$ cat src/design/mrm_pkg.sv
package mrm_pkg;

    localparam int BUFFER_BYTES = 256;
    localparam int MAX_PATTERN  = 8;
    localparam int WINDOW_BYTES = 8;

    localparam int COUNT_W = $clog2(BUFFER_BYTES);
    localparam logic [COUNT_W-1:0] COUNT_MAX = COUNT_W'(BUFFER_BYTES - 1);

    localparam int LEN_W       = 4;
    localparam int PATTERN_W   = 64;
    localparam int TIMEOUT_W   = 16;
    localparam int CFG_INDEX_W = 2;

    localparam logic [PATTERN_W-1:0] PATTERN_RESET = 64'd20299;
    localparam logic [LEN_W-1:0]     LENGTH_RESET  = 4'd2;

    localparam logic [PATTERN_W-1:0] WORD_ERROR = 64'h0000_0045_5252_4F52;
    localparam logic [PATTERN_W-1:0] WORD_FAIL  = 64'h0000_0000_4641_494C;
    localparam int ERROR_LEN = 5;
    localparam int FAIL_LEN  = 4;

    // command codes
    localparam logic [1:0] CMD_BYTE  = 2'd0;
    localparam logic [1:0] CMD_TICK  = 2'd1;
    localparam logic [1:0] CMD_START = 2'd2;

    // status codes
    localparam logic [1:0] STATUS_FOUND   = 2'd0;
    localparam logic [1:0] STATUS_TIMEOUT = 2'd1;
    localparam logic [1:0] STATUS_ERROR   = 2'd2;

    // register indexes
    localparam logic [CFG_INDEX_W-1:0] REG_EXPECT_PATTERN = 2'd0;
    localparam logic [CFG_INDEX_W-1:0] REG_EXPECT_LENGTH  = 2'd1;

    typedef struct packed {
        logic [7:0] pat;
        logic       pat_used;
        logic [7:0] err;
        logic       err_used;
        logic [7:0] fail;
        logic       fail_used;
    } t_cell_ref;

    typedef struct packed {
        logic pat_ok;
        logic err_ok;
        logic fail_ok;
    } t_cell_hit;

endpackage

$ cat src/design/mrm_if.sv
interface mrm_cmd_if;
    import mrm_pkg::*;
    logic                 valid;
    logic                 ready;
    logic [1:0]           command;
    logic [7:0]           rx_byte;
    logic [TIMEOUT_W-1:0] timeout_ms;

    modport source (output valid, command, rx_byte, timeout_ms, input ready);
    modport sink (input valid, command, rx_byte, timeout_ms, output ready);
endinterface

interface mrm_rsp_if;
    logic       valid;
    logic       ready;
    logic [1:0] status;

    modport source (output valid, status, input ready);
    modport sink (input valid, status, output ready);
endinterface

interface mrm_cfg_if;
    import mrm_pkg::*;
    logic                   valid;
    logic                   ready;
    logic [CFG_INDEX_W-1:0] index;
    logic [PATTERN_W-1:0]   data;

    modport source (output valid, index, data, input ready);
    modport sink (input valid, index, data, output ready);
endinterface

$ cat src/design/modem_response_matcher.sv
// Modem reply matcher. Takes one command item per clock: a received byte, a
// millisecond tick or a start. The last eight received bytes sit in a row of
// eight byte cells that shift on every appended byte; each cell compares the
// byte it is taking against the expected pattern and against "ERROR" and
// "FAIL", so the whole tail is checked in the cycle the byte arrives. A
// status item (found, timed out, error) is registered before it shows on the
// output. Results go through a two-entry output buffer, so
// the command channel stays ready at one item per cycle and drops ready only
// while both entries hold results that the sink has not taken. Configuration
// writes are always ready and must only be made while the block is idle.
module modem_response_matcher
    import mrm_pkg::*;
(
    input  logic      i_clk,
    input  logic      i_rst_n,
    mrm_cmd_if.sink   i_cmd_ch,
    mrm_cfg_if.sink   i_cfg_ch,
    mrm_rsp_if.source o_rsp_ch
);

    logic [PATTERN_W-1:0] r_expect_pattern;
    logic [LEN_W-1:0]     r_expect_length;

    logic [COUNT_W-1:0]   r_count, n_count;
    logic [TIMEOUT_W-1:0] r_time, n_time;
    logic                 r_armed, n_armed;
    logic                 r_zero_seen, n_zero_seen;

    logic                 w_fire;
    logic                 w_ready;
    logic                 w_full;
    logic                 w_shift;
    logic                 w_clear;
    logic [LEN_W-1:0]     w_plen;
    logic [TIMEOUT_W-1:0] w_time_dec;
    logic                 w_res;
    logic [1:0]           w_status;

    logic [7:0]              w_byte  [WINDOW_BYTES];
    logic [WINDOW_BYTES-1:0] w_valid;
    logic [WINDOW_BYTES-1:0] w_pat_ok;
    logic [WINDOW_BYTES-1:0] w_err_ok;
    logic [WINDOW_BYTES-1:0] w_fail_ok;

    assign w_fire     = i_cmd_ch.valid && w_ready;
    assign i_cmd_ch.ready = w_ready;
    assign i_cfg_ch.ready = 1'b1;
    assign w_full     = (r_count == COUNT_MAX);
    assign w_plen     = (r_expect_length > LEN_W'(MAX_PATTERN)) ? LEN_W'(MAX_PATTERN)
                                                                : r_expect_length;
    assign w_shift    = w_fire && (i_cmd_ch.command == CMD_BYTE) && r_armed && !w_full;
    assign w_clear    = w_fire && (i_cmd_ch.command == CMD_START);
    assign w_time_dec = r_time - TIMEOUT_W'(1);

    // configuration registers
    always_ff @(posedge i_clk) begin
        if (!i_rst_n) begin
            r_expect_pattern <= PATTERN_RESET;
            r_expect_length  <= LENGTH_RESET;
        end else if (i_cfg_ch.valid) begin
            case (i_cfg_ch.index)
                REG_EXPECT_PATTERN: r_expect_pattern <= i_cfg_ch.data;
                REG_EXPECT_LENGTH:  r_expect_length  <= i_cfg_ch.data[LEN_W-1:0];
                default: ;
            endcase
        end
    end

    // tail window: cell 0 holds the newest byte
    genvar k;
    generate
        for (k = 0; k < WINDOW_BYTES; k++) begin : g_cell
            t_cell_ref  w_ref;
            t_cell_hit  w_hit;
            logic [7:0] w_in_byte;
            logic       w_in_valid;

            if (k == 0) begin : g_head
                assign w_in_byte  = i_cmd_ch.rx_byte;
                assign w_in_valid = 1'b1;
            end else begin : g_link
                assign w_in_byte  = w_byte[k-1];
                assign w_in_valid = w_valid[k-1];
            end

            assign w_ref.pat       = r_expect_pattern[8*k +: 8];
            assign w_ref.pat_used  = (LEN_W'(k) < w_plen);
            assign w_ref.err       = WORD_ERROR[8*k +: 8];
            assign w_ref.err_used  = (k < ERROR_LEN);
            assign w_ref.fail      = WORD_FAIL[8*k +: 8];
            assign w_ref.fail_used = (k < FAIL_LEN);

            mrm_cell u_cell (
                .i_clk   (i_clk),
                .i_rst_n (i_rst_n),
                .i_shift (w_shift),
                .i_clear (w_clear),
                .i_byte  (w_in_byte),
                .i_valid (w_in_valid),
                .i_ref   (w_ref),
                .o_byte  (w_byte[k]),
                .o_valid (w_valid[k]),
                .o_hit   (w_hit)
            );

            assign w_pat_ok[k]  = w_hit.pat_ok;
            assign w_err_ok[k]  = w_hit.err_ok;
            assign w_fail_ok[k] = w_hit.fail_ok;
        end
    endgenerate

    always_comb begin
        n_count     = r_count;
        n_time      = r_time;
        n_armed     = r_armed;
        n_zero_seen = r_zero_seen;
        w_res       = 1'b0;
        w_status    = STATUS_FOUND;
        if (w_fire) begin
            case (i_cmd_ch.command)
                CMD_START: begin
                    n_count     = '0;
                    n_zero_seen = 1'b0;
                    n_time      = i_cmd_ch.timeout_ms;
                    if (i_cmd_ch.timeout_ms == '0) begin
                        n_armed  = 1'b0;
                        w_res    = 1'b1;
                        w_status = STATUS_TIMEOUT;
                    end else begin
                        n_armed = 1'b1;
                    end
                end
                CMD_TICK: begin
                    if (r_armed) begin
                        n_time = w_time_dec;
                        if (w_time_dec == '0) begin
                            n_armed  = 1'b0;
                            w_res    = 1'b1;
                            w_status = STATUS_TIMEOUT;
                        end
                    end
                end
                CMD_BYTE: begin
                    if (r_armed && !w_full) begin
                        n_count = r_count + COUNT_W'(1);
                        if (w_plen == '0) begin
                            // empty pattern matches any first byte
                            n_armed  = 1'b0;
                            w_res    = 1'b1;
                            w_status = STATUS_FOUND;
                        end else begin
                            n_zero_seen = r_zero_seen || (i_cmd_ch.rx_byte == 8'd0);
                            if (!n_zero_seen) begin
                                if (&w_pat_ok) begin
                                    n_armed  = 1'b0;
                                    w_res    = 1'b1;
                                    w_status = STATUS_FOUND;
                                end else if ((&w_err_ok) || (&w_fail_ok)) begin
                                    n_armed  = 1'b0;
                                    w_res    = 1'b1;
                                    w_status = STATUS_ERROR;
                                end
                            end
                        end
                    end
                end
                default: ;
            endcase
        end
    end

    always_ff @(posedge i_clk) begin
        if (!i_rst_n) begin
            r_count     <= '0;
            r_time      <= '0;
            r_armed     <= 1'b0;
            r_zero_seen <= 1'b0;
        end else begin
            r_count     <= n_count;
            r_time      <= n_time;
            r_armed     <= n_armed;
            r_zero_seen <= n_zero_seen;
        end
    end

    mrm_skid u_skid (
        .i_clk    (i_clk),
        .i_rst_n  (i_rst_n),
        .i_push   (w_res),
        .i_status (w_status),
        .o_ready  (w_ready),
        .o_rsp    (o_rsp_ch)
    );

`ifndef SYNTH
    // any report leaves the block idle
    a_disarm_on_report: assert property (@(posedge i_clk) disable iff (!i_rst_n)
        w_res |=> !r_armed)
        else $error("block still armed after a report");

    a_count_bound: assert property (@(posedge i_clk) disable iff (!i_rst_n)
        r_count <= COUNT_MAX)
        else $error("stored count beyond buffer");

    // filled cells form a contiguous run from the newest end
    a_cells_contiguous: assert property (@(posedge i_clk) disable iff (!i_rst_n)
        (w_valid[WINDOW_BYTES-1:1] & ~w_valid[WINDOW_BYTES-2:0]) == '0)
        else $error("gap in tail window");

    a_empty_window: assert property (@(posedge i_clk) disable iff (!i_rst_n)
        (r_count == '0) |-> (w_valid == '0))
        else $error("window holds bytes with empty count");

    a_stall_only_when_full: assert property (@(posedge i_clk) disable iff (!i_rst_n)
        !i_cmd_ch.ready |-> o_rsp_ch.valid)
        else $error("command channel stalled with empty output");
`endif

endmodule

$ cat src/design/mrm_cell.sv
module mrm_cell
    import mrm_pkg::*;
(
    input  logic       i_clk,
    input  logic       i_rst_n,
    input  logic       i_shift,
    input  logic       i_clear,
    input  logic [7:0] i_byte,
    input  logic       i_valid,
    input  t_cell_ref  i_ref,
    output logic [7:0] o_byte,
    output logic       o_valid,
    output t_cell_hit  o_hit
);

    logic [7:0] r_byte;
    logic       r_valid;

    // compare on the byte about to be taken from the neighbor
    always_comb begin
        o_hit.pat_ok  = !i_ref.pat_used  || (i_valid && (i_byte == i_ref.pat));
        o_hit.err_ok  = !i_ref.err_used  || (i_valid && (i_byte == i_ref.err));
        o_hit.fail_ok = !i_ref.fail_used || (i_valid && (i_byte == i_ref.fail));
    end

    always_ff @(posedge i_clk) begin
        if (!i_rst_n) begin
            r_valid <= 1'b0;
        end else if (i_clear) begin
            r_valid <= 1'b0;
        end else if (i_shift) begin
            r_valid <= i_valid;
        end
    end

    always_ff @(posedge i_clk) begin
        if (i_shift) begin
            r_byte <= i_byte;
        end
    end

    assign o_byte  = r_byte;
    assign o_valid = r_valid;

endmodule

$ cat src/design/mrm_skid.sv
module mrm_skid
    import mrm_pkg::*;
(
    input  logic       i_clk,
    input  logic       i_rst_n,
    input  logic       i_push,
    input  logic [1:0] i_status,
    output logic       o_ready,
    mrm_rsp_if.source  o_rsp
);

    logic       r_out_valid;
    logic [1:0] r_out_status;
    logic       r_skid_valid;
    logic [1:0] r_skid_status;
    logic       w_pop;

    assign w_pop   = r_out_valid && o_rsp.ready;
    assign o_ready = !r_skid_valid;

    always_ff @(posedge i_clk) begin
        if (!i_rst_n) begin
            r_out_valid  <= 1'b0;
            r_skid_valid <= 1'b0;
        end else if (r_skid_valid) begin
            if (w_pop) begin
                r_skid_valid <= 1'b0;
            end
        end else if (i_push) begin
            if (r_out_valid && !w_pop) begin
                r_skid_valid <= 1'b1;
            end else begin
                r_out_valid <= 1'b1;
            end
        end else if (w_pop) begin
            r_out_valid <= 1'b0;
        end
    end

    always_ff @(posedge i_clk) begin
        if (r_skid_valid) begin
            if (w_pop) begin
                r_out_status <= r_skid_status;
            end
        end else if (i_push) begin
            if (r_out_valid && !w_pop) begin
                r_skid_status <= i_status;
            end else begin
                r_out_status <= i_status;
            end
        end
    end

    assign o_rsp.valid  = r_out_valid;
    assign o_rsp.status = r_out_status;

endmodule

$ cat src/flat_wrapper.sv
// flat-port wrapper written by rule: the top's interface ports become plain ports
module modem_response_matcher_flat import mrm_pkg::*;
  (i_clk, i_rst_n, i_cmd_ch_valid, i_cmd_ch_command, i_cmd_ch_rx_byte, i_cmd_ch_timeout_ms, i_cmd_ch_ready, i_cfg_ch_valid, i_cfg_ch_index, i_cfg_ch_data, i_cfg_ch_ready, o_rsp_ch_valid, o_rsp_ch_status, o_rsp_ch_ready);
  mrm_cmd_if i_cmd_ch_i ();
  mrm_cfg_if i_cfg_ch_i ();
  mrm_rsp_if o_rsp_ch_i ();
  input  logic i_clk;
  input  logic i_rst_n;
  input wire logic [$bits(i_cmd_ch_i.valid)-1:0] i_cmd_ch_valid;
  input wire logic [$bits(i_cmd_ch_i.command)-1:0] i_cmd_ch_command;
  input wire logic [$bits(i_cmd_ch_i.rx_byte)-1:0] i_cmd_ch_rx_byte;
  input wire logic [$bits(i_cmd_ch_i.timeout_ms)-1:0] i_cmd_ch_timeout_ms;
  output wire logic [$bits(i_cmd_ch_i.ready)-1:0] i_cmd_ch_ready;
  input wire logic [$bits(i_cfg_ch_i.valid)-1:0] i_cfg_ch_valid;
  input wire logic [$bits(i_cfg_ch_i.index)-1:0] i_cfg_ch_index;
  input wire logic [$bits(i_cfg_ch_i.data)-1:0] i_cfg_ch_data;
  output wire logic [$bits(i_cfg_ch_i.ready)-1:0] i_cfg_ch_ready;
  output wire logic [$bits(o_rsp_ch_i.valid)-1:0] o_rsp_ch_valid;
  output wire logic [$bits(o_rsp_ch_i.status)-1:0] o_rsp_ch_status;
  input wire logic [$bits(o_rsp_ch_i.ready)-1:0] o_rsp_ch_ready;
  assign i_cmd_ch_i.valid = i_cmd_ch_valid;
  assign i_cmd_ch_i.command = i_cmd_ch_command;
  assign i_cmd_ch_i.rx_byte = i_cmd_ch_rx_byte;
  assign i_cmd_ch_i.timeout_ms = i_cmd_ch_timeout_ms;
  assign i_cmd_ch_ready = i_cmd_ch_i.ready;
  assign i_cfg_ch_i.valid = i_cfg_ch_valid;
  assign i_cfg_ch_i.index = i_cfg_ch_index;
  assign i_cfg_ch_i.data = i_cfg_ch_data;
  assign i_cfg_ch_ready = i_cfg_ch_i.ready;
  assign o_rsp_ch_valid = o_rsp_ch_i.valid;
  assign o_rsp_ch_status = o_rsp_ch_i.status;
  assign o_rsp_ch_i.ready = o_rsp_ch_ready;
  modem_response_matcher u_core (.i_clk(i_clk), .i_rst_n(i_rst_n), .i_cmd_ch(i_cmd_ch_i), .i_cfg_ch(i_cfg_ch_i), .o_rsp_ch(o_rsp_ch_i));
endmodule
$ cat config.mk
export PLATFORM = sky130hd
export DESIGN_NAME = modem_response_matcher_flat
export DESIGN_NICKNAME = d
export VERILOG_FILES = /design/src/design/mrm_pkg.sv /design/src/design/mrm_if.sv /design/src/design/modem_response_matcher.sv /design/src/design/mrm_cell.sv /design/src/design/mrm_skid.sv /design/src/flat_wrapper.sv
export SDC_FILE = /design/constraint.sdc
export NUM_CORES = 1
export LEC_CHECK = 0
export ABC_AREA = 1
export BUFFER_PORTS_ARGS = -buffer_cell sky130_fd_sc_hd__clkbuf_2
export CORE_UTILIZATION = 40
export DETAILED_ROUTE_END_ITERATION = 10
export HOLD_SLACK_MARGIN = 0.02
export PLACE_DENSITY = 0.62
export SETUP_SLACK_MARGIN = 0.3
export SLEW_MARGIN = 20
export SYNTH_ARGS = -nofsm -noshare
export SYNTH_HDL_FRONTEND = slang
export SYNTH_SLANG_ARGS = --single-unit
$ cat constraint.sdc
create_clock -name i_clk -period 3.9 [get_ports i_clk]
set_clock_uncertainty 0.05 [all_clocks]
set_input_delay 0.195 -clock i_clk [delete_from_list [all_inputs] [get_ports i_clk]]
set_output_delay 0.195 -clock i_clk [all_outputs]
set_load 0.02 [all_outputs]
==> results.ini <==
[clock_tree]
post_cts.resized_instances = 0
root_driver = sky130_fd_sc_hd__clkbuf_16
htree_levels = 4
postCtsSetupRepairBufs = 0
worst_skew_pair.late_latency_ns = 0.42
clk_pin_slew_worst_paths_ns = 0.06
cts_buffers = 17
cts.path.max_buffers = 2
tritoncts_clock_tree = built
cts.sink_count = 163

[setup_path]
worstPathArrival_ns = 2.67
timing.reg2reg.worst_path_depth = 12
path_cells = ha_1, nand2_1, nor3_1, nand2_1, nand2_1, nand2_1, nand2_1, nor2_4, buf_12, inv_1, o21ai_0, a21oi_1
crit_required_ns = 4.16
critical_path.startpoint_type = flip-flop
crit-reg2reg-capture = u_core.g_cell[5].u_cell.o_valid$_SDFFE_PP0P_
critical-path-top-cell-by-count = sky130_fd_sc_hd__nand2_1
r2r_setup_slack_ns = 1.49
critPathKind = flip-flop to flip-flop
slowest_stage = sky130_fd_sc_hd__nor2_4
timing.critical_path.slowest_cell_delay_ns = 0.50
crit_path_max_fanout = 47
r2r-start = u_core.r_count[0]$_SDFFE_PN0P_
end_kind = flip-flop

[synthesis]
yosys_register_bits = 163
postSynth.asyncResetShare_pct = 0
synth.area.top_cells = sky130_fd_sc_hd__dfxtp_1 (27%), sky130_fd_sc_hd__edfxtp_1 (24%), sky130_fd_sc_hd__nand2_1 (10%)
synth.cell_area_mm2 = 0.00756
synth_largest_area_cell = sky130_fd_sc_hd__dfxtp_1
ys.flop_type = sky130_fd_sc_hd__dfxtp_1
syn_avg_cell_area_um2 = 7.83
synth_nets = 1065
ys_seq_area_share_pct = 51.1
synth_top_area_share_pct = 27.3
synth_warnings = 0
yosysUniqueCellTypes = 40
synth-edff-count = 60
synthesized_instance_count = 965

[cells_and_area]
fill_cells = 1703
net_count_of_the_finished_layout = 1231
final_cells = 1373
final_core_util_pct = 52.9
antenna_cells = 0
syn_to_final_growth_pct = 27.6
drive_above_1_share_pct = 14.4

[power_and_ir_drop]
ir_drop_v = 0.000279
static_power_due_to_leakage_nw = 4.23
power-per-cell-area_mw_per_mm2 = 427

[routing]
drcViolationCount = 0
remaining_antenna_violation_count_after_routing = 0
drt_first_pass_iters = 5
dr.first_iter.drc_count = 411
routed-via-count = 6576
detail_route.wl_per_cell_um = 13.3
via_per_inst = 4.79
route.final.wire_length_um = 18200

[status]
status = finished clean

[timing]
max_clock_freq_mhz = 416
rsz0062_at_grt = no
worst_slack_ns = 1.49
final_hold_violation_count = 0
worst_slew_pin_slew_ns = 0.814
layout_min_cycle_time_ns = 2.41
post-route-period-util_pct = 61.7
finalSetupTns_ns = 0
finalSetupViolations = 0
timing_max_transition_violations_final = 0
max_slew_margin_pct = 45.8

[global_routing]
grt_pass1_vias = 6347
global_route.usage.total_pct = 19.5
grt_first_pass_wirelength_um = 30000
grt_start_max_net_pins = 83
grt_antenna_before_repair = 0
overflow = 0

[floorplanning]
io_pins = 102
initial_utilization_pct = 41.5
die_w_um = 139
die-height_um = 139
fp.dieArea_mm2 = 0.0194
fp.coreArea_mm2 = 0.0182
num_rows = 49

[min_path]
min_delay_path_depth = 3
hp-class = input port to flip-flop
hold_path_startpoint = i_cfg_ch_data[40]
whs_endpoint = u_core.r_expect_pattern[40]$_SDFFE_PN0P_

[placed_design]
detailedPlace.worstSlack_ns = 1.49
dpl.hpwl_um = 12600
gp_routability_congestion = 0.854
placed_cells_incl_taps = 1268
numPortBuffers = 100

[job]
max-cap-violations = 0

## synthesized netlist by cell type (5+ instances only)
cell type                  count
sky130_fd_sc_hd__nand3_1      35
sky130_fd_sc_hd__o21ai_0      90
sky130_fd_sc_hd__a21oi_1      80
sky130_fd_sc_hd__nand4_1      12
sky130_fd_sc_hd__xor2_1        6
sky130_fd_sc_hd__or2_2         5
sky130_fd_sc_hd__nor2_2       10
sky130_fd_sc_hd__clkbuf_1     25
sky130_fd_sc_hd__inv_1       119
sky130_fd_sc_hd__edfxtp_1     60
sky130_fd_sc_hd__nand2_1     209
sky130_fd_sc_hd__nor2_1      121
sky130_fd_sc_hd__a211oi_1      5
sky130_fd_sc_hd__xnor2_1      24
sky130_fd_sc_hd__nor3_1        9
sky130_fd_sc_hd__nor4_1        7
sky130_fd_sc_hd__dfxtp_1     103
## layout make-up
type | instances | area [um^2] | share of cell area [%]
sequential | 163 | 3860 | 40.1
multi-input combinational | 648 | 3120 | 32.4
timing repair buffer | 178 | 1280 | 13.3
inverter | 123 | 462 | 4.79
clock buffer | 19 | 443 | 4.60
tap | 229 | 287 | 2.97
clock inverter | 13 | 184 | 1.91
## power breakdown
group	total (mW)	switching, mW	internal [mW]
logic	0.466	0.262	0.204
clock network	1.77	0.686	1.09
registers	1.88	0.0495	1.83
total	4.12	0.998	3.12
## sequential cells by signal, summed over array words and instances, names as in the netlist
| signal | flops |
|---|---|
| u_core.r_zero_seen | 1 |
| u_core.g_cell.u_cell.o_byte | 56 |
| u_core.u_skid.o_rsp.status | 2 |
| u_core.u_skid.r_skid_valid | 1 |
| u_core.g_cell.u_cell.o_valid | 7 |
| u_core.r_count | 8 |
| u_core.r_expect_length | 4 |
| u_core.r_expect_pattern | 64 |
| u_core.r_time | 16 |
| u_core.u_skid.r_skid_status | 2 |
| u_core.u_skid.o_rsp.valid | 1 |
| u_core.r_armed | 1 |
## through the flow
stage | area (um^2) | power [mW] | hold WS (ns)
after floorplan | 7560 | 2.18 | 0.244
after global placement | 8280 | 2.31 | 0.356
after detailed placement | 8280 | 2.32 | 0.362
after CTS | 9640 | 4.14 | 0.0210
after global routing | 9640 | 4.28 | 0.0292
final | 9640 | 4.12 | 0.0295
## layer usage
layer | GRT usage [%] | share of wire (%) | vias to the layer above
li1 | - | - | 3473
met1 | 23.8 | 46 | 2971
met2 | 34.7 | 50 | 120
met3 | 4.27 | 3.6 | 12
met4 | 5.09 | 0.94 | 0
met5 | 0 | 0 | -
## layout by cell type, fill, tap and decap left out, types with 2 or more instances in the layout
cell type | synthesis | layout
sky130_fd_sc_hd__a211oi_1 | 5 | 5
sky130_fd_sc_hd__a21o_1 | 2 | 2
sky130_fd_sc_hd__a21oi_1 | 80 | 80
sky130_fd_sc_hd__a221oi_1 | 4 | 4
sky130_fd_sc_hd__a31o_2 | 2 | 2
sky130_fd_sc_hd__a31oi_1 | 2 | 2
sky130_fd_sc_hd__buf_4 | 1 | 4
sky130_fd_sc_hd__bufinv_16 | 0 | 4
sky130_fd_sc_hd__clkbuf_16 | 0 | 17
sky130_fd_sc_hd__clkbuf_2 | 0 | 100
sky130_fd_sc_hd__clkinv_1 | 1 | 2
sky130_fd_sc_hd__clkinvlp_4 | 0 | 5
sky130_fd_sc_hd__dfxtp_1 | 103 | 103
sky130_fd_sc_hd__dlygate4sd3_1 | 0 | 73
sky130_fd_sc_hd__edfxtp_1 | 60 | 60
sky130_fd_sc_hd__ha_1 | 3 | 3
sky130_fd_sc_hd__inv_1 | 119 | 119
sky130_fd_sc_hd__inv_2 | 3 | 3
sky130_fd_sc_hd__nand2_1 | 209 | 209
sky130_fd_sc_hd__nand2_2 | 3 | 3
sky130_fd_sc_hd__nand3_1 | 35 | 35
sky130_fd_sc_hd__nand3b_1 | 4 | 4
sky130_fd_sc_hd__nand4_1 | 12 | 12
sky130_fd_sc_hd__nor2_1 | 121 | 120
sky130_fd_sc_hd__nor2_2 | 10 | 10
sky130_fd_sc_hd__nor2_4 | 2 | 3
sky130_fd_sc_hd__nor3_1 | 9 | 8
sky130_fd_sc_hd__nor3_2 | 1 | 2
sky130_fd_sc_hd__nor4_1 | 7 | 7
sky130_fd_sc_hd__o211ai_1 | 2 | 2
sky130_fd_sc_hd__o21ai_0 | 90 | 90
sky130_fd_sc_hd__o21ai_1 | 3 | 3
sky130_fd_sc_hd__or2_2 | 5 | 5
sky130_fd_sc_hd__xnor2_1 | 24 | 24
sky130_fd_sc_hd__xor2_1 | 6 | 6
## worst max-delay path: cells and delay by family (launching register included)
| family | cells | cell delay, ns |
|---|---|---|
| AO/OA/AOI/OAI | 2 | 0.22 |
| adder cells (fa/ha/maj) | 1 | 0.21 |
| AND/OR/NAND/NOR | 7 | 1.01 |
| buffers and inverters | 2 | 0.45 |
| flip-flops | 1 | 0.33 |
## how the worst max path moves through the flow
stage / slack [ns] / depth (start not counted) / endpoint / start
finish: 1.49 / 12 / u_core.g_cell[5].u_cell.o_valid$_SDFFE_PP0P_ / u_core.r_count[0]$_SDFFE_PN0P_
global route: 1.30 / 12 / u_core.g_cell[2].u_cell.o_valid$_SDFFE_PP0P_ / u_core.r_count[0]$_SDFFE_PN0P_
CTS: 1.48 / 12 / u_core.g_cell[5].u_cell.o_valid$_SDFFE_PP0P_ / u_core.r_count[0]$_SDFFE_PN0P_
detailed placement: 1.49 / 12 / u_core.g_cell[5].u_cell.o_valid$_SDFFE_PP0P_ / u_core.r_count[0]$_SDFFE_PN0P_
global placement: 1.57 / 12 / u_core.g_cell[2].u_cell.o_valid$_SDFFE_PP0P_ / u_core.r_count[0]$_SDFFE_PN0P_
floorplan: 1.59 / 9 / u_core.g_cell[0].u_cell.o_byte[0]$_DFFE_PP_ / u_core.r_count[0]$_SDFFE_PN0P_
## timing repair
item	in CTS	in global routing
hold buffers	73	0
setup endpoints to repair	0	0
hold endpoints to repair	73	0
## logic make-up (layout without fill, tap and decap cells)
family / count (synthesis) / in the layout / synth area share (%)
DFF: 163 / 163 / 51.1
buffers and inverters: 154 / 333 / 7.75
adders and majority gates: 3 / 3 / 0.497
xor gates and xnor gates: 30 / 30 / 3.48
AOI/OAI and AO/OA: 193 / 193 / 13.6
other: 1 / 1 / 0.0496
and+or+nand+nor: 421 / 421 / 23.5
No activity file was read; power rests on OpenSTA's default activity.
